### config.mk
export PLATFORM = sky130hd
export DESIGN_NAME = color_sample_classifier_top
export DESIGN_NICKNAME = d
export VERILOG_FILES = /design/src/hw/rtl/csc_pkg.sv /design/src/hw/rtl/csc_divider.sv /design/src/hw/rtl/csc_sequencer.sv /design/src/hw/rtl/color_sample_classifier_top.sv
export VERILOG_INCLUDE_DIRS = /design/src /design/src/hw/rtl
export SDC_FILE = /design/constraint.sdc
export NUM_CORES = 1
export LEC_CHECK = 0
export ABC_AREA = 1
export BUFFER_PORTS_ARGS = -buffer_cell sky130_fd_sc_hd__clkbuf_2
export CAP_MARGIN = 10
export CORE_MARGIN = 5
export CORE_UTILIZATION = 53
export CTS_BUF_LIST = sky130_fd_sc_hd__clkbuf_4 sky130_fd_sc_hd__clkbuf_8 sky130_fd_sc_hd__clkbuf_16
export DETAILED_ROUTE_END_ITERATION = 12
export PLACE_DENSITY = 0.73
export REMOVE_ABC_BUFFERS = 1
export SLEW_MARGIN = 5
export SYNTH_ARGS = -nofsm -noshare
export SYNTH_HDL_FRONTEND = slang
export SYNTH_SLANG_ARGS = --single-unit
### constraint.sdc
create_clock -name clk -period 5.24 [get_ports clk]
set_input_delay 1.048 -clock clk [delete_from_list [all_inputs] [get_ports clk]]
set_output_delay 1.048 -clock clk [all_outputs]
set_load 0.02 [all_outputs]
### src/hw/rtl/color_sample_classifier_top_macros.svh
// Assertion macros for the color sample classifier RTL.
// Included by the modules that check their own logic; no other dependencies.
`ifndef COLOR_SAMPLE_CLASSIFIER_TOP_MACROS_SVH
`define COLOR_SAMPLE_CLASSIFIER_TOP_MACROS_SVH
`ifndef SYNTHESIS
// same-cycle implication, off while rst is high
`define CSC_ASSERT(lbl, pre, post) \
  lbl: assert property (@(posedge clk) disable iff (rst) (pre) |-> (post)) \
    else $error("csc: assertion failed");
// next-cycle implication, off while rst is high
`define CSC_ASSERT_NXT(lbl, pre, post) \
  lbl: assert property (@(posedge clk) disable iff (rst) (pre) |=> (post)) \
    else $error("csc: assertion failed");
`else
`define CSC_ASSERT(lbl, pre, post)
`define CSC_ASSERT_NXT(lbl, pre, post)
`endif
`endif

### src/hw/rtl/csc_pkg.sv
// Shared types, constants and the microcode ROM of the color sample classifier.
// No dependencies; used by every module of the block.
package csc_pkg;

  localparam int CAPTURES_DEFAULT = 3;
  localparam int PULSE_W = 16;
  localparam int CAL_W = 8;
  localparam int LEVEL_W = 8;
  localparam int WHITE_W = 10;
  localparam int YELLOW_W = 9;
  localparam int CFG_IDX_W = 4;
  localparam int CFG_DATA_W = 10;
  localparam int DVD_W = 16;
  localparam int QUO_W = 8;
  localparam int STEP_W = 5;

  localparam logic [LEVEL_W-1:0] LEVEL_MAX = 8'd255;

  // register indexes
  localparam logic [CFG_IDX_W-1:0] REG_RED_LOW = 4'd0;
  localparam logic [CFG_IDX_W-1:0] REG_RED_HIGH = 4'd1;
  localparam logic [CFG_IDX_W-1:0] REG_GREEN_LOW = 4'd2;
  localparam logic [CFG_IDX_W-1:0] REG_GREEN_HIGH = 4'd3;
  localparam logic [CFG_IDX_W-1:0] REG_BLUE_LOW = 4'd4;
  localparam logic [CFG_IDX_W-1:0] REG_BLUE_HIGH = 4'd5;
  localparam logic [CFG_IDX_W-1:0] REG_WHITE_LIMIT = 4'd6;
  localparam logic [CFG_IDX_W-1:0] REG_YELLOW_LIMIT = 4'd7;

  localparam logic [CAL_W-1:0] RED_LOW_RST = 8'd25;
  localparam logic [CAL_W-1:0] RED_HIGH_RST = 8'd54;
  localparam logic [CAL_W-1:0] GREEN_LOW_RST = 8'd15;
  localparam logic [CAL_W-1:0] GREEN_HIGH_RST = 8'd100;
  localparam logic [CAL_W-1:0] BLUE_LOW_RST = 8'd10;
  localparam logic [CAL_W-1:0] BLUE_HIGH_RST = 8'd90;
  localparam logic [WHITE_W-1:0] WHITE_LIMIT_RST = 10'd600;
  localparam logic [YELLOW_W-1:0] YELLOW_LIMIT_RST = 9'd270;

  localparam logic [1:0] CLASS_UNDEFINED = 2'd0;
  localparam logic [1:0] CLASS_WHITE = 2'd1;
  localparam logic [1:0] CLASS_YELLOW = 2'd2;
  localparam logic [1:0] CLASS_BLUE = 2'd3;

  typedef struct packed {
    logic [PULSE_W-1:0] red_pulse;
    logic [PULSE_W-1:0] green_pulse;
    logic [PULSE_W-1:0] blue_pulse;
  } in_t;

  typedef struct packed {
    logic [LEVEL_W-1:0] red_level;
    logic [LEVEL_W-1:0] green_level;
    logic [LEVEL_W-1:0] blue_level;
    logic [1:0]         color_class;
  } out_t;

  typedef enum logic [3:0] {
    OP_WAIT_IN,
    OP_MAP_SETUP,
    OP_DIV,
    OP_ACCUM,
    OP_COUNT,
    OP_MEAN_SETUP,
    OP_MEAN_STORE,
    OP_EMIT,
    OP_JUMP
  } op_t;

  typedef enum logic [1:0] {
    CH_RED,
    CH_GREEN,
    CH_BLUE
  } chan_t;

  typedef struct packed {
    op_t               op;
    chan_t             chan;
    logic [STEP_W-1:0] target;
  } uword_t;

  // datapath conditions seen by the sequencer
  typedef struct packed {
    logic in_fire;
    logic special;
    logic div_last;
    logic count_final;
    logic out_free;
  } seq_status_t;

  typedef struct packed {
    logic load;
    logic iterate;
  } div_ctl_t;

  // program addresses
  localparam logic [STEP_W-1:0] S_FETCH = 5'd0;
  localparam logic [STEP_W-1:0] S_MAP_R = 5'd1;
  localparam logic [STEP_W-1:0] S_DIV_R = 5'd2;
  localparam logic [STEP_W-1:0] S_ACC_R = 5'd3;
  localparam logic [STEP_W-1:0] S_MAP_G = 5'd4;
  localparam logic [STEP_W-1:0] S_DIV_G = 5'd5;
  localparam logic [STEP_W-1:0] S_ACC_G = 5'd6;
  localparam logic [STEP_W-1:0] S_MAP_B = 5'd7;
  localparam logic [STEP_W-1:0] S_DIV_B = 5'd8;
  localparam logic [STEP_W-1:0] S_ACC_B = 5'd9;
  localparam logic [STEP_W-1:0] S_COUNT = 5'd10;
  localparam logic [STEP_W-1:0] S_MSET_R = 5'd11;
  localparam logic [STEP_W-1:0] S_MDIV_R = 5'd12;
  localparam logic [STEP_W-1:0] S_MST_R = 5'd13;
  localparam logic [STEP_W-1:0] S_MSET_G = 5'd14;
  localparam logic [STEP_W-1:0] S_MDIV_G = 5'd15;
  localparam logic [STEP_W-1:0] S_MST_G = 5'd16;
  localparam logic [STEP_W-1:0] S_MSET_B = 5'd17;
  localparam logic [STEP_W-1:0] S_MDIV_B = 5'd18;
  localparam logic [STEP_W-1:0] S_MST_B = 5'd19;
  localparam logic [STEP_W-1:0] S_EMIT = 5'd20;

  function automatic uword_t ucode_rom(input logic [STEP_W-1:0] step);
    uword_t w;
    w = '{op: OP_JUMP, chan: CH_RED, target: S_FETCH};
    case (step)
      S_FETCH:  w = '{op: OP_WAIT_IN,    chan: CH_RED,   target: S_FETCH};
      S_MAP_R:  w = '{op: OP_MAP_SETUP,  chan: CH_RED,   target: S_ACC_R};
      S_DIV_R:  w = '{op: OP_DIV,        chan: CH_RED,   target: S_FETCH};
      S_ACC_R:  w = '{op: OP_ACCUM,      chan: CH_RED,   target: S_FETCH};
      S_MAP_G:  w = '{op: OP_MAP_SETUP,  chan: CH_GREEN, target: S_ACC_G};
      S_DIV_G:  w = '{op: OP_DIV,        chan: CH_GREEN, target: S_FETCH};
      S_ACC_G:  w = '{op: OP_ACCUM,      chan: CH_GREEN, target: S_FETCH};
      S_MAP_B:  w = '{op: OP_MAP_SETUP,  chan: CH_BLUE,  target: S_ACC_B};
      S_DIV_B:  w = '{op: OP_DIV,        chan: CH_BLUE,  target: S_FETCH};
      S_ACC_B:  w = '{op: OP_ACCUM,      chan: CH_BLUE,  target: S_FETCH};
      S_COUNT:  w = '{op: OP_COUNT,      chan: CH_RED,   target: S_FETCH};
      S_MSET_R: w = '{op: OP_MEAN_SETUP, chan: CH_RED,   target: S_FETCH};
      S_MDIV_R: w = '{op: OP_DIV,        chan: CH_RED,   target: S_FETCH};
      S_MST_R:  w = '{op: OP_MEAN_STORE, chan: CH_RED,   target: S_FETCH};
      S_MSET_G: w = '{op: OP_MEAN_SETUP, chan: CH_GREEN, target: S_FETCH};
      S_MDIV_G: w = '{op: OP_DIV,        chan: CH_GREEN, target: S_FETCH};
      S_MST_G:  w = '{op: OP_MEAN_STORE, chan: CH_GREEN, target: S_FETCH};
      S_MSET_B: w = '{op: OP_MEAN_SETUP, chan: CH_BLUE,  target: S_FETCH};
      S_MDIV_B: w = '{op: OP_DIV,        chan: CH_BLUE,  target: S_FETCH};
      S_MST_B:  w = '{op: OP_MEAN_STORE, chan: CH_BLUE,  target: S_FETCH};
      S_EMIT:   w = '{op: OP_EMIT,       chan: CH_RED,   target: S_FETCH};
      default:  w = '{op: OP_JUMP,       chan: CH_RED,   target: S_FETCH};
    endcase
    return w;
  endfunction

endpackage

### src/hw/rtl/csc_divider.sv
// Shared restoring divider, one quotient bit per cycle.
// Depends on csc_pkg. Requires dividend < divisor * 2**QUO_W.
module csc_divider (
  input  logic                          clk,
  input  logic                          rst,
  input  csc_pkg::div_ctl_t             ctl,
  input  logic [csc_pkg::DVD_W-1:0]     dividend,
  input  logic [csc_pkg::QUO_W-1:0]     divisor,
  output logic [csc_pkg::QUO_W-1:0]     quotient,
  output logic                          last
);

  localparam int REM_W = csc_pkg::DVD_W - csc_pkg::QUO_W;
  localparam int IT_W = $clog2(csc_pkg::QUO_W);

  logic [REM_W-1:0]          rem;
  logic [csc_pkg::QUO_W-1:0] lo;
  logic [csc_pkg::QUO_W-1:0] dvsr;
  logic [IT_W-1:0]           iter;
  logic [REM_W:0]            trial;
  logic                      ge;

  assign trial = {rem, lo[csc_pkg::QUO_W-1]};
  assign ge = trial >= (REM_W+1)'(dvsr);
  assign last = iter == IT_W'(csc_pkg::QUO_W - 1);
  assign quotient = lo;

  always_ff @(posedge clk) begin
    if (rst) begin
      iter <= '0;
    end else if (ctl.load) begin
      iter <= '0;
    end else if (ctl.iterate) begin
      iter <= iter + 1'b1;
    end
  end

  // low half of the dividend shifts out as the quotient shifts in
  always_ff @(posedge clk) begin
    if (ctl.load) begin
      rem  <= dividend[csc_pkg::DVD_W-1:csc_pkg::QUO_W];
      lo   <= dividend[csc_pkg::QUO_W-1:0];
      dvsr <= divisor;
    end else if (ctl.iterate) begin
      rem <= ge ? REM_W'(trial - (REM_W+1)'(dvsr)) : trial[REM_W-1:0];
      lo  <= {lo[csc_pkg::QUO_W-2:0], ge};
    end
  end

endmodule

### src/hw/rtl/csc_sequencer.sv
// Microcode sequencer: step counter, ROM fetch and conditional jumps.
// Depends on csc_pkg (control word types and program ROM).
module csc_sequencer (
  input  logic                  clk,
  input  logic                  rst,
  input  csc_pkg::seq_status_t  status,
  output csc_pkg::uword_t       ctl
);

  logic [csc_pkg::STEP_W-1:0] step;
  logic [csc_pkg::STEP_W-1:0] step_next;
  logic [csc_pkg::STEP_W-1:0] step_inc;

  assign ctl = csc_pkg::ucode_rom(step);
  assign step_inc = step + 1'b1;

  always_comb begin
    case (ctl.op)
      csc_pkg::OP_WAIT_IN:   step_next = status.in_fire ? step_inc : step;
      csc_pkg::OP_MAP_SETUP: step_next = status.special ? ctl.target : step_inc;
      csc_pkg::OP_DIV:       step_next = status.div_last ? step_inc : step;
      csc_pkg::OP_COUNT:     step_next = status.count_final ? step_inc : ctl.target;
      csc_pkg::OP_EMIT:      step_next = status.out_free ? ctl.target : step;
      csc_pkg::OP_JUMP:      step_next = ctl.target;
      default:               step_next = step_inc;
    endcase
  end

  always_ff @(posedge clk) begin
    if (rst) begin
      step <= csc_pkg::S_FETCH;
    end else begin
      step <= step_next;
    end
  end

endmodule

### src/hw/rtl/color_sample_classifier_top.sv
// Color sample classifier: the top level with its datapath.
// Depends on csc_pkg, csc_sequencer, csc_divider and the assertion macro header.
//
// Usage:
//   in_valid/in_ready/in_data carry one capture of red, green and blue pulse
//   widths. Each is mapped to a 0..255 level from the calibration registers
//   and summed per channel. After every CAPTURES_PER_DECISION captures the
//   sums are divided down to means and classified, and one result leaves on
//   out_valid/out_ready/out_data; other captures give no result.
//   cfg_valid/cfg_ready/cfg_index/cfg_data write the calibration and limit
//   registers; cfg_ready is always high, indexes past the list are dropped.
// Timing: one item at a time, driven by a microcode program. A capture runs
//   through fetch, three channel mappings on the shared divider and a count
//   step; a channel at or outside its limits skips the divider. The capture
//   that closes a group also runs the three mean divisions and the output
//   load. in_ready is high only in fetch.
// Reset: sums and count clear, registers take their defaults, the program
//   restarts at the fetch step and any pending result is dropped.
// Stall: the result waits in the output register; the next capture is still
//   taken, and the following result waits until that register is free.
`include "color_sample_classifier_top_macros.svh"

module color_sample_classifier_top #(
  parameter int CAPTURES_PER_DECISION = csc_pkg::CAPTURES_DEFAULT
) (
  input  logic                             clk,
  input  logic                             rst,
  input  logic                             in_valid,
  output logic                             in_ready,
  input  csc_pkg::in_t                     in_data,
  output logic                             out_valid,
  input  logic                             out_ready,
  output csc_pkg::out_t                    out_data,
  input  logic                             cfg_valid,
  output logic                             cfg_ready,
  input  logic [csc_pkg::CFG_IDX_W-1:0]    cfg_index,
  input  logic [csc_pkg::CFG_DATA_W-1:0]   cfg_data
);

  localparam int TOTAL_W = $clog2(255 * CAPTURES_PER_DECISION + 1);
  localparam int CNT_W = (CAPTURES_PER_DECISION > 1) ? $clog2(CAPTURES_PER_DECISION) : 1;
  localparam int CAL_W = csc_pkg::CAL_W;
  localparam int LVL_W = csc_pkg::LEVEL_W;

  csc_pkg::uword_t      ctl;
  csc_pkg::seq_status_t status;
  csc_pkg::div_ctl_t    div_ctl;

  // configuration registers
  logic [CAL_W-1:0]            red_low, red_high, green_low, green_high;
  logic [CAL_W-1:0]            blue_low, blue_high;
  logic [csc_pkg::WHITE_W-1:0] white_limit;
  logic [csc_pkg::YELLOW_W-1:0] yellow_limit;

  csc_pkg::in_t                capture;
  logic [TOTAL_W-1:0]          red_total, green_total, blue_total;
  logic [CNT_W-1:0]            capture_count;
  logic [LVL_W-1:0]            red_mean, green_mean, blue_mean;

  logic [csc_pkg::PULSE_W-1:0] pulse;
  logic [CAL_W-1:0]            cal_low, cal_high;
  logic [TOTAL_W-1:0]          total_sel;
  logic                        at_or_below_low;
  logic                        level_zero;
  logic [CAL_W-1:0]            diff;
  logic [csc_pkg::DVD_W-1:0]   scaled;
  logic [csc_pkg::DVD_W-1:0]   dividend;
  logic [csc_pkg::QUO_W-1:0]   divisor;
  logic [csc_pkg::QUO_W-1:0]   quotient;
  logic [LVL_W-1:0]            level;
  logic                        div_last;
  logic                        in_fire;
  logic                        out_free;
  logic                        count_final;
  logic [LVL_W:0]              rg_sum;
  logic [csc_pkg::WHITE_W-1:0] rgb_sum;
  logic [1:0]                  color;
  logic [TOTAL_W-1:0]          total_bound;
  logic                        group_empty;
  logic                        totals_bounded;

  assign cfg_ready = 1'b1;

  always_ff @(posedge clk) begin
    if (rst) begin
      red_low      <= csc_pkg::RED_LOW_RST;
      red_high     <= csc_pkg::RED_HIGH_RST;
      green_low    <= csc_pkg::GREEN_LOW_RST;
      green_high   <= csc_pkg::GREEN_HIGH_RST;
      blue_low     <= csc_pkg::BLUE_LOW_RST;
      blue_high    <= csc_pkg::BLUE_HIGH_RST;
      white_limit  <= csc_pkg::WHITE_LIMIT_RST;
      yellow_limit <= csc_pkg::YELLOW_LIMIT_RST;
    end else if (cfg_valid && cfg_ready) begin
      case (cfg_index)
        csc_pkg::REG_RED_LOW:      red_low      <= cfg_data[CAL_W-1:0];
        csc_pkg::REG_RED_HIGH:     red_high     <= cfg_data[CAL_W-1:0];
        csc_pkg::REG_GREEN_LOW:    green_low    <= cfg_data[CAL_W-1:0];
        csc_pkg::REG_GREEN_HIGH:   green_high   <= cfg_data[CAL_W-1:0];
        csc_pkg::REG_BLUE_LOW:     blue_low     <= cfg_data[CAL_W-1:0];
        csc_pkg::REG_BLUE_HIGH:    blue_high    <= cfg_data[CAL_W-1:0];
        csc_pkg::REG_WHITE_LIMIT:  white_limit  <= cfg_data[csc_pkg::WHITE_W-1:0];
        csc_pkg::REG_YELLOW_LIMIT: yellow_limit <= cfg_data[csc_pkg::YELLOW_W-1:0];
        default: ;
      endcase
    end
  end

  csc_sequencer u_seq (
    .clk    (clk),
    .rst    (rst),
    .status (status),
    .ctl    (ctl)
  );

  csc_divider u_div (
    .clk      (clk),
    .rst      (rst),
    .ctl      (div_ctl),
    .dividend (dividend),
    .divisor  (divisor),
    .quotient (quotient),
    .last     (div_last)
  );

  assign in_ready = ctl.op == csc_pkg::OP_WAIT_IN;
  assign in_fire = in_valid && in_ready;
  assign out_free = !out_valid || out_ready;
  assign count_final = capture_count == CNT_W'(CAPTURES_PER_DECISION - 1);

  always_ff @(posedge clk) begin
    if (in_fire) begin
      capture <= in_data;
    end
  end

  always_comb begin
    case (ctl.chan)
      csc_pkg::CH_GREEN: begin
        pulse = capture.green_pulse;
        cal_low = green_low;
        cal_high = green_high;
        total_sel = green_total;
      end
      csc_pkg::CH_BLUE: begin
        pulse = capture.blue_pulse;
        cal_low = blue_low;
        cal_high = blue_high;
        total_sel = blue_total;
      end
      default: begin
        pulse = capture.red_pulse;
        cal_low = red_low;
        cal_high = red_high;
        total_sel = red_total;
      end
    endcase
  end

  // outside the special cases pulse < high <= 255, so the low byte is exact
  assign at_or_below_low = pulse <= csc_pkg::PULSE_W'(cal_low);
  assign level_zero = (cal_high <= cal_low) || (pulse >= csc_pkg::PULSE_W'(cal_high));
  assign diff = pulse[CAL_W-1:0] - cal_low;
  assign scaled = {diff, 8'h00} - csc_pkg::DVD_W'(diff);

  // a special case preloads the quotient so that level = ~quotient
  always_comb begin
    div_ctl.load = 1'b0;
    div_ctl.iterate = ctl.op == csc_pkg::OP_DIV;
    dividend = scaled;
    divisor = cal_high - cal_low;
    case (ctl.op)
      csc_pkg::OP_MAP_SETUP: begin
        div_ctl.load = 1'b1;
        if (at_or_below_low) begin
          dividend = '0;
        end else if (level_zero) begin
          dividend = csc_pkg::DVD_W'(csc_pkg::LEVEL_MAX);
        end
      end
      csc_pkg::OP_MEAN_SETUP: begin
        div_ctl.load = 1'b1;
        dividend = csc_pkg::DVD_W'(total_sel);
        divisor = csc_pkg::QUO_W'(CAPTURES_PER_DECISION);
      end
      default: ;
    endcase
  end

  assign status.in_fire = in_fire;
  assign status.special = at_or_below_low || level_zero;
  assign status.div_last = div_last;
  assign status.count_final = count_final;
  assign status.out_free = out_free;

  assign level = ~quotient;

  always_ff @(posedge clk) begin
    if (rst) begin
      red_total <= '0;
      green_total <= '0;
      blue_total <= '0;
      capture_count <= '0;
    end else begin
      case (ctl.op)
        csc_pkg::OP_ACCUM: begin
          case (ctl.chan)
            csc_pkg::CH_GREEN: green_total <= green_total + TOTAL_W'(level);
            csc_pkg::CH_BLUE:  blue_total  <= blue_total + TOTAL_W'(level);
            default:           red_total   <= red_total + TOTAL_W'(level);
          endcase
        end
        csc_pkg::OP_COUNT: begin
          capture_count <= count_final ? '0 : capture_count + 1'b1;
        end
        csc_pkg::OP_MEAN_STORE: begin
          case (ctl.chan)
            csc_pkg::CH_GREEN: green_total <= '0;
            csc_pkg::CH_BLUE:  blue_total  <= '0;
            default:           red_total   <= '0;
          endcase
        end
        default: ;
      endcase
    end
  end

  always_ff @(posedge clk) begin
    if (ctl.op == csc_pkg::OP_MEAN_STORE) begin
      case (ctl.chan)
        csc_pkg::CH_GREEN: green_mean <= quotient;
        csc_pkg::CH_BLUE:  blue_mean  <= quotient;
        default:           red_mean   <= quotient;
      endcase
    end
  end

  assign rg_sum = {1'b0, red_mean} + {1'b0, green_mean};
  assign rgb_sum = {1'b0, rg_sum} + csc_pkg::WHITE_W'(blue_mean);

  always_comb begin
    if (rgb_sum > white_limit) begin
      color = csc_pkg::CLASS_WHITE;
    end else if (rg_sum > yellow_limit) begin
      color = csc_pkg::CLASS_YELLOW;
    end else if ({1'b0, rg_sum[LVL_W:2]} < blue_mean) begin
      color = csc_pkg::CLASS_BLUE;
    end else begin
      color = csc_pkg::CLASS_UNDEFINED;
    end
  end

  always_ff @(posedge clk) begin
    if (rst) begin
      out_valid <= 1'b0;
    end else if (ctl.op == csc_pkg::OP_EMIT && out_free) begin
      out_valid <= 1'b1;
    end else if (out_ready) begin
      out_valid <= 1'b0;
    end
  end

  always_ff @(posedge clk) begin
    if (ctl.op == csc_pkg::OP_EMIT && out_free) begin
      out_data.red_level <= red_mean;
      out_data.green_level <= green_mean;
      out_data.blue_level <= blue_mean;
      out_data.color_class <= color;
    end
  end

  // per-channel sum can hold at most one full level per capture so far
  assign total_bound = TOTAL_W'(capture_count) * TOTAL_W'(csc_pkg::LEVEL_MAX);
  assign group_empty = (red_total == '0) && (green_total == '0) && (blue_total == '0)
                       && (capture_count == '0);
  assign totals_bounded = (red_total <= total_bound) && (green_total <= total_bound)
                          && (blue_total <= total_bound);

  `CSC_ASSERT_NXT(a_busy_after_accept, in_fire, !in_ready)
  `CSC_ASSERT(a_group_cleared_at_emit, ctl.op == csc_pkg::OP_EMIT, group_empty)
  `CSC_ASSERT(a_total_bound, ctl.op == csc_pkg::OP_WAIT_IN, totals_bounded)

endmodule

==> impl_metrics.ini <==
[status]
run_status = finished clean

[power_and_ir_drop]
ir_drop_mv = 0.365
power.leakage_nw = 6.87
pwr_density_cell_nw_per_um2 = 619

[synth]
ys_warn_count = 0
synth_ff_type = edfxtp_1
yosysSeqAreaShare = 0.451
syn-cell-area_um2 = 13400
ys_async_sr_fraction = 0
synth_seq_cells = 240
synth_cell_types = 54
synth.avg_cell_area_um2 = 8.35
syn_inst = 1600
synth_edf_count = 122

[global_routing]
antenna_found_initial = 0
grt_max_degree = 68
grt_pass1_vias = 10348
grt_overflow = 0
grt_pass1_wl_mm = 51.3
grtUsageTotal = 0.216

[clock_tree]
post_cts_buffers = 0
cts_buffers = 26
cts_hold_buf = 0
cts_sinks = 240
clock_latency_ns = 0.54
cts_tree = done
post_cts_resized = 0
clockRootBuffer = clkbuf_16
clkTransAtPathRegs_ns = 0.06
clockBufferDepth = 3
htreeDepth = 1

[timing]
hold_ws_ns = 0.452
fin_tns_setup_ns = 0
fin_crit_sh = 0.845
slew_violations = 0
rsz0062_at_grt = no
period_minus_slack_ns = 4.43
tightest_slew_ns = 1.13
hold_violations = 0
finClkSkew_ns = 0.0213
finalSetupViolCount = 0
max_freq_ghz = 0.226
slew_headroom = 0.249

[floorplan]
die_area_um2 = 28500
fp.dieW_um = 169
pin_count = 96
floorplan.initialDensity = 0.534
core_um2 = 25000
fp-row-count = 58
die_h_um = 169

[final_layout]
antenna_cells = 0
fin_util = 0.601
drive_gt1_frac = 0.105
layout_common_cells = 332 x nand2_1, 213 x inv_1, 150 x nor2_1
fill_cells = 2212
nets = 1875
area_growth_pct = 12.7
layout_commonest_cell = nand2_1

[job]
maxCapViolations = 0

[drt]
routed-via-count = 10915
wl_per_cell_um = 15.2
ant_nets = 0
totalWireLength_mm = 31.0
viasPerCell = 5.35
first_pass_iters = 5
drt_iter0_markers = 760
drc = 0

[hold_path]
min_to = red_low[3]$_SDFFE_PP1P_
whs_path_depth = 2
hold_class = reg -> reg
hp-start = red_low[3]$_SDFFE_PP1P_

[worst_setup_path]
worst_path_most_repeated_cell = nand2_1
start_kind = register
critPathMaxFanout = 25
cp.required_ns = 5.72
crit_start = u_seq.ctl[5]$_DFF_P_
slowest_delay_ns = 0.89
crit_type = reg -> reg
r2r-end = u_seq.ctl[7]$_DFF_P_
r2r_cells = 25
slowest_stage = ha_1
rrSetupSlack_ns = 0.81
cp.arrival_ns = 4.90
timing.rr.start = u_seq.ctl[5]$_DFF_P_
end_kind = register

[placed_design]
portBuffers = 94
dp_hpwl_mm = 23.1
gp_congestion = 0.911
==> layer usage <==
layer,vias to the layer above,GRT usage,share of wire
met5,-,0,0
met4,0,0.0498,0.023
met3,52,0.0315,0.060
met2,330,0.370,0.47
met1,4990,0.292,0.45
li1,5543,-,-
==> synthesized netlist by cell type (2+ instances only) <==
library cell | n | area [µm²]
nand2_1 | 332 | 1250
inv_1 | 213 | 800
nor2_1 | 151 | 567
a21oi_1 | 130 | 651
o21ai_0 | 129 | 646
edfxtp_1 | 122 | 3660
dfxtp_1 | 118 | 2360
ha_1 | 110 | 1380
nand3_1 | 79 | 395
clkbuf_1 | 22 | 82.6
xor2_1 | 21 | 184
o211ai_1 | 19 | 143
a221o_1 | 17 | 170
nor3_1 | 13 | 65.1
xnor2_1 | 13 | 114
nand4_1 | 12 | 75.1
buf_1 | 9 | 33.8
o21bai_1 | 9 | 67.6
fa_1 | 8 | 160
or2_2 | 8 | 50.1
buf_2 | 6 | 30.0
nand3b_1 | 6 | 45.0
a221oi_1 | 4 | 35.0
nand3_2 | 4 | 40.0
a211oi_1 | 3 | 22.5
clkinv_1 | 3 | 11.3
nand2_2 | 3 | 18.8
a31o_2 | 2 | 17.5
and2_1 | 2 | 12.5
and3_1 | 2 | 12.5
buf_6 | 2 | 22.5
inv_2 | 2 | 7.51
inv_4 | 2 | 12.5
mux2i_1 | 2 | 20.0
o21a_1 | 2 | 15.0
o221ai_1 | 2 | 17.5
==> critical path, delay by kind of cell, from the launching register on <==
kind,cells,cell delay [ns]
and+or+nand+nor,15,1.46
adders and majority gates,4,1.75
DFF,1,0.31
buffers and inverters,3,0.25
AOI/OAI and AO/OA,3,0.58
==> where the power goes <==
| part | leakage (nW) | total (mW) | internal (mW) | switching (mW) |
|---|---|---|---|---|
| Sequential | 2.08 | 2.59 | 2.41 | 0.177 |
| Combinational | 4.34 | 4.79 | 1.67 | 3.12 |
| Clock | 0.442 | 1.93 | 1.15 | 0.778 |
==> cell type report <==
class,count,area [µm²],share of cell area
clock buffer,34,741,0.0492
clock inverter,14,176,0.0117
inverter,220,831,0.0552
multi-input combinational,1100,6340,0.421
sequential,240,6030,0.400
tap,330,413,0.0274
timing repair buffer,102,531,0.0352
==> registers in the layout (all words and copies together) (netlist names), 9 cells and up <==
| register | count |
|---|---|
| out_data | 26 |
| yellow_limit | 9 |
| u_seq.ctl | 10 |
| blue_total | 10 |
| capture | 48 |
| white_limit | 10 |
| green_total | 10 |
| red_total | 10 |
==> stage by stage <==
| step | setup WS [ns] | instances | instance area, µm² | power (mW) |
|---|---|---|---|---|
| 2_1_floorplan | 0.340 | 1560 | 13200 | 6.18 |
| 3_3_place_gp | 0.932 | 1992 | 14100 | 7.28 |
| 4_1_cts | 0.787 | 2040 | 15100 | 9.32 |
| 6_report | 0.814 | 2040 | 15100 | 9.31 |
| 3_5_place_dp | 0.825 | 1992 | 14100 | 7.37 |
| 5_1_grt | 0.323 | 2040 | 15100 | 10.1 |
==> worst max path at each step <==
stage	to	slack, ns	cells after the start
after global routing	u_seq.ctl[7]$_DFF_P_	0.32	25
after CTS	u_seq.ctl[7]$_DFF_P_	0.79	25
final	u_seq.ctl[7]$_DFF_P_	0.81	25
after global placement	u_seq.ctl[0]$_SDFF_PP0_	0.93	22
after detailed placement	u_seq.ctl[7]$_DFF_P_	0.83	25
after floorplan	capture[0]$_DFFE_PP_	0.34	2
==> kinds of logic after synthesis <==
logic type	synth area share
adders and majority gates	0.115
other	0.000281
xor gates and xnor gates	0.0223
buffers and inverters	0.0754
AOI/OAI and AO/OA	0.139
DFF	0.451
and+or+nand+nor	0.196
muxes	0.00150
Note: power is estimated with default switching activity, not from simulation.
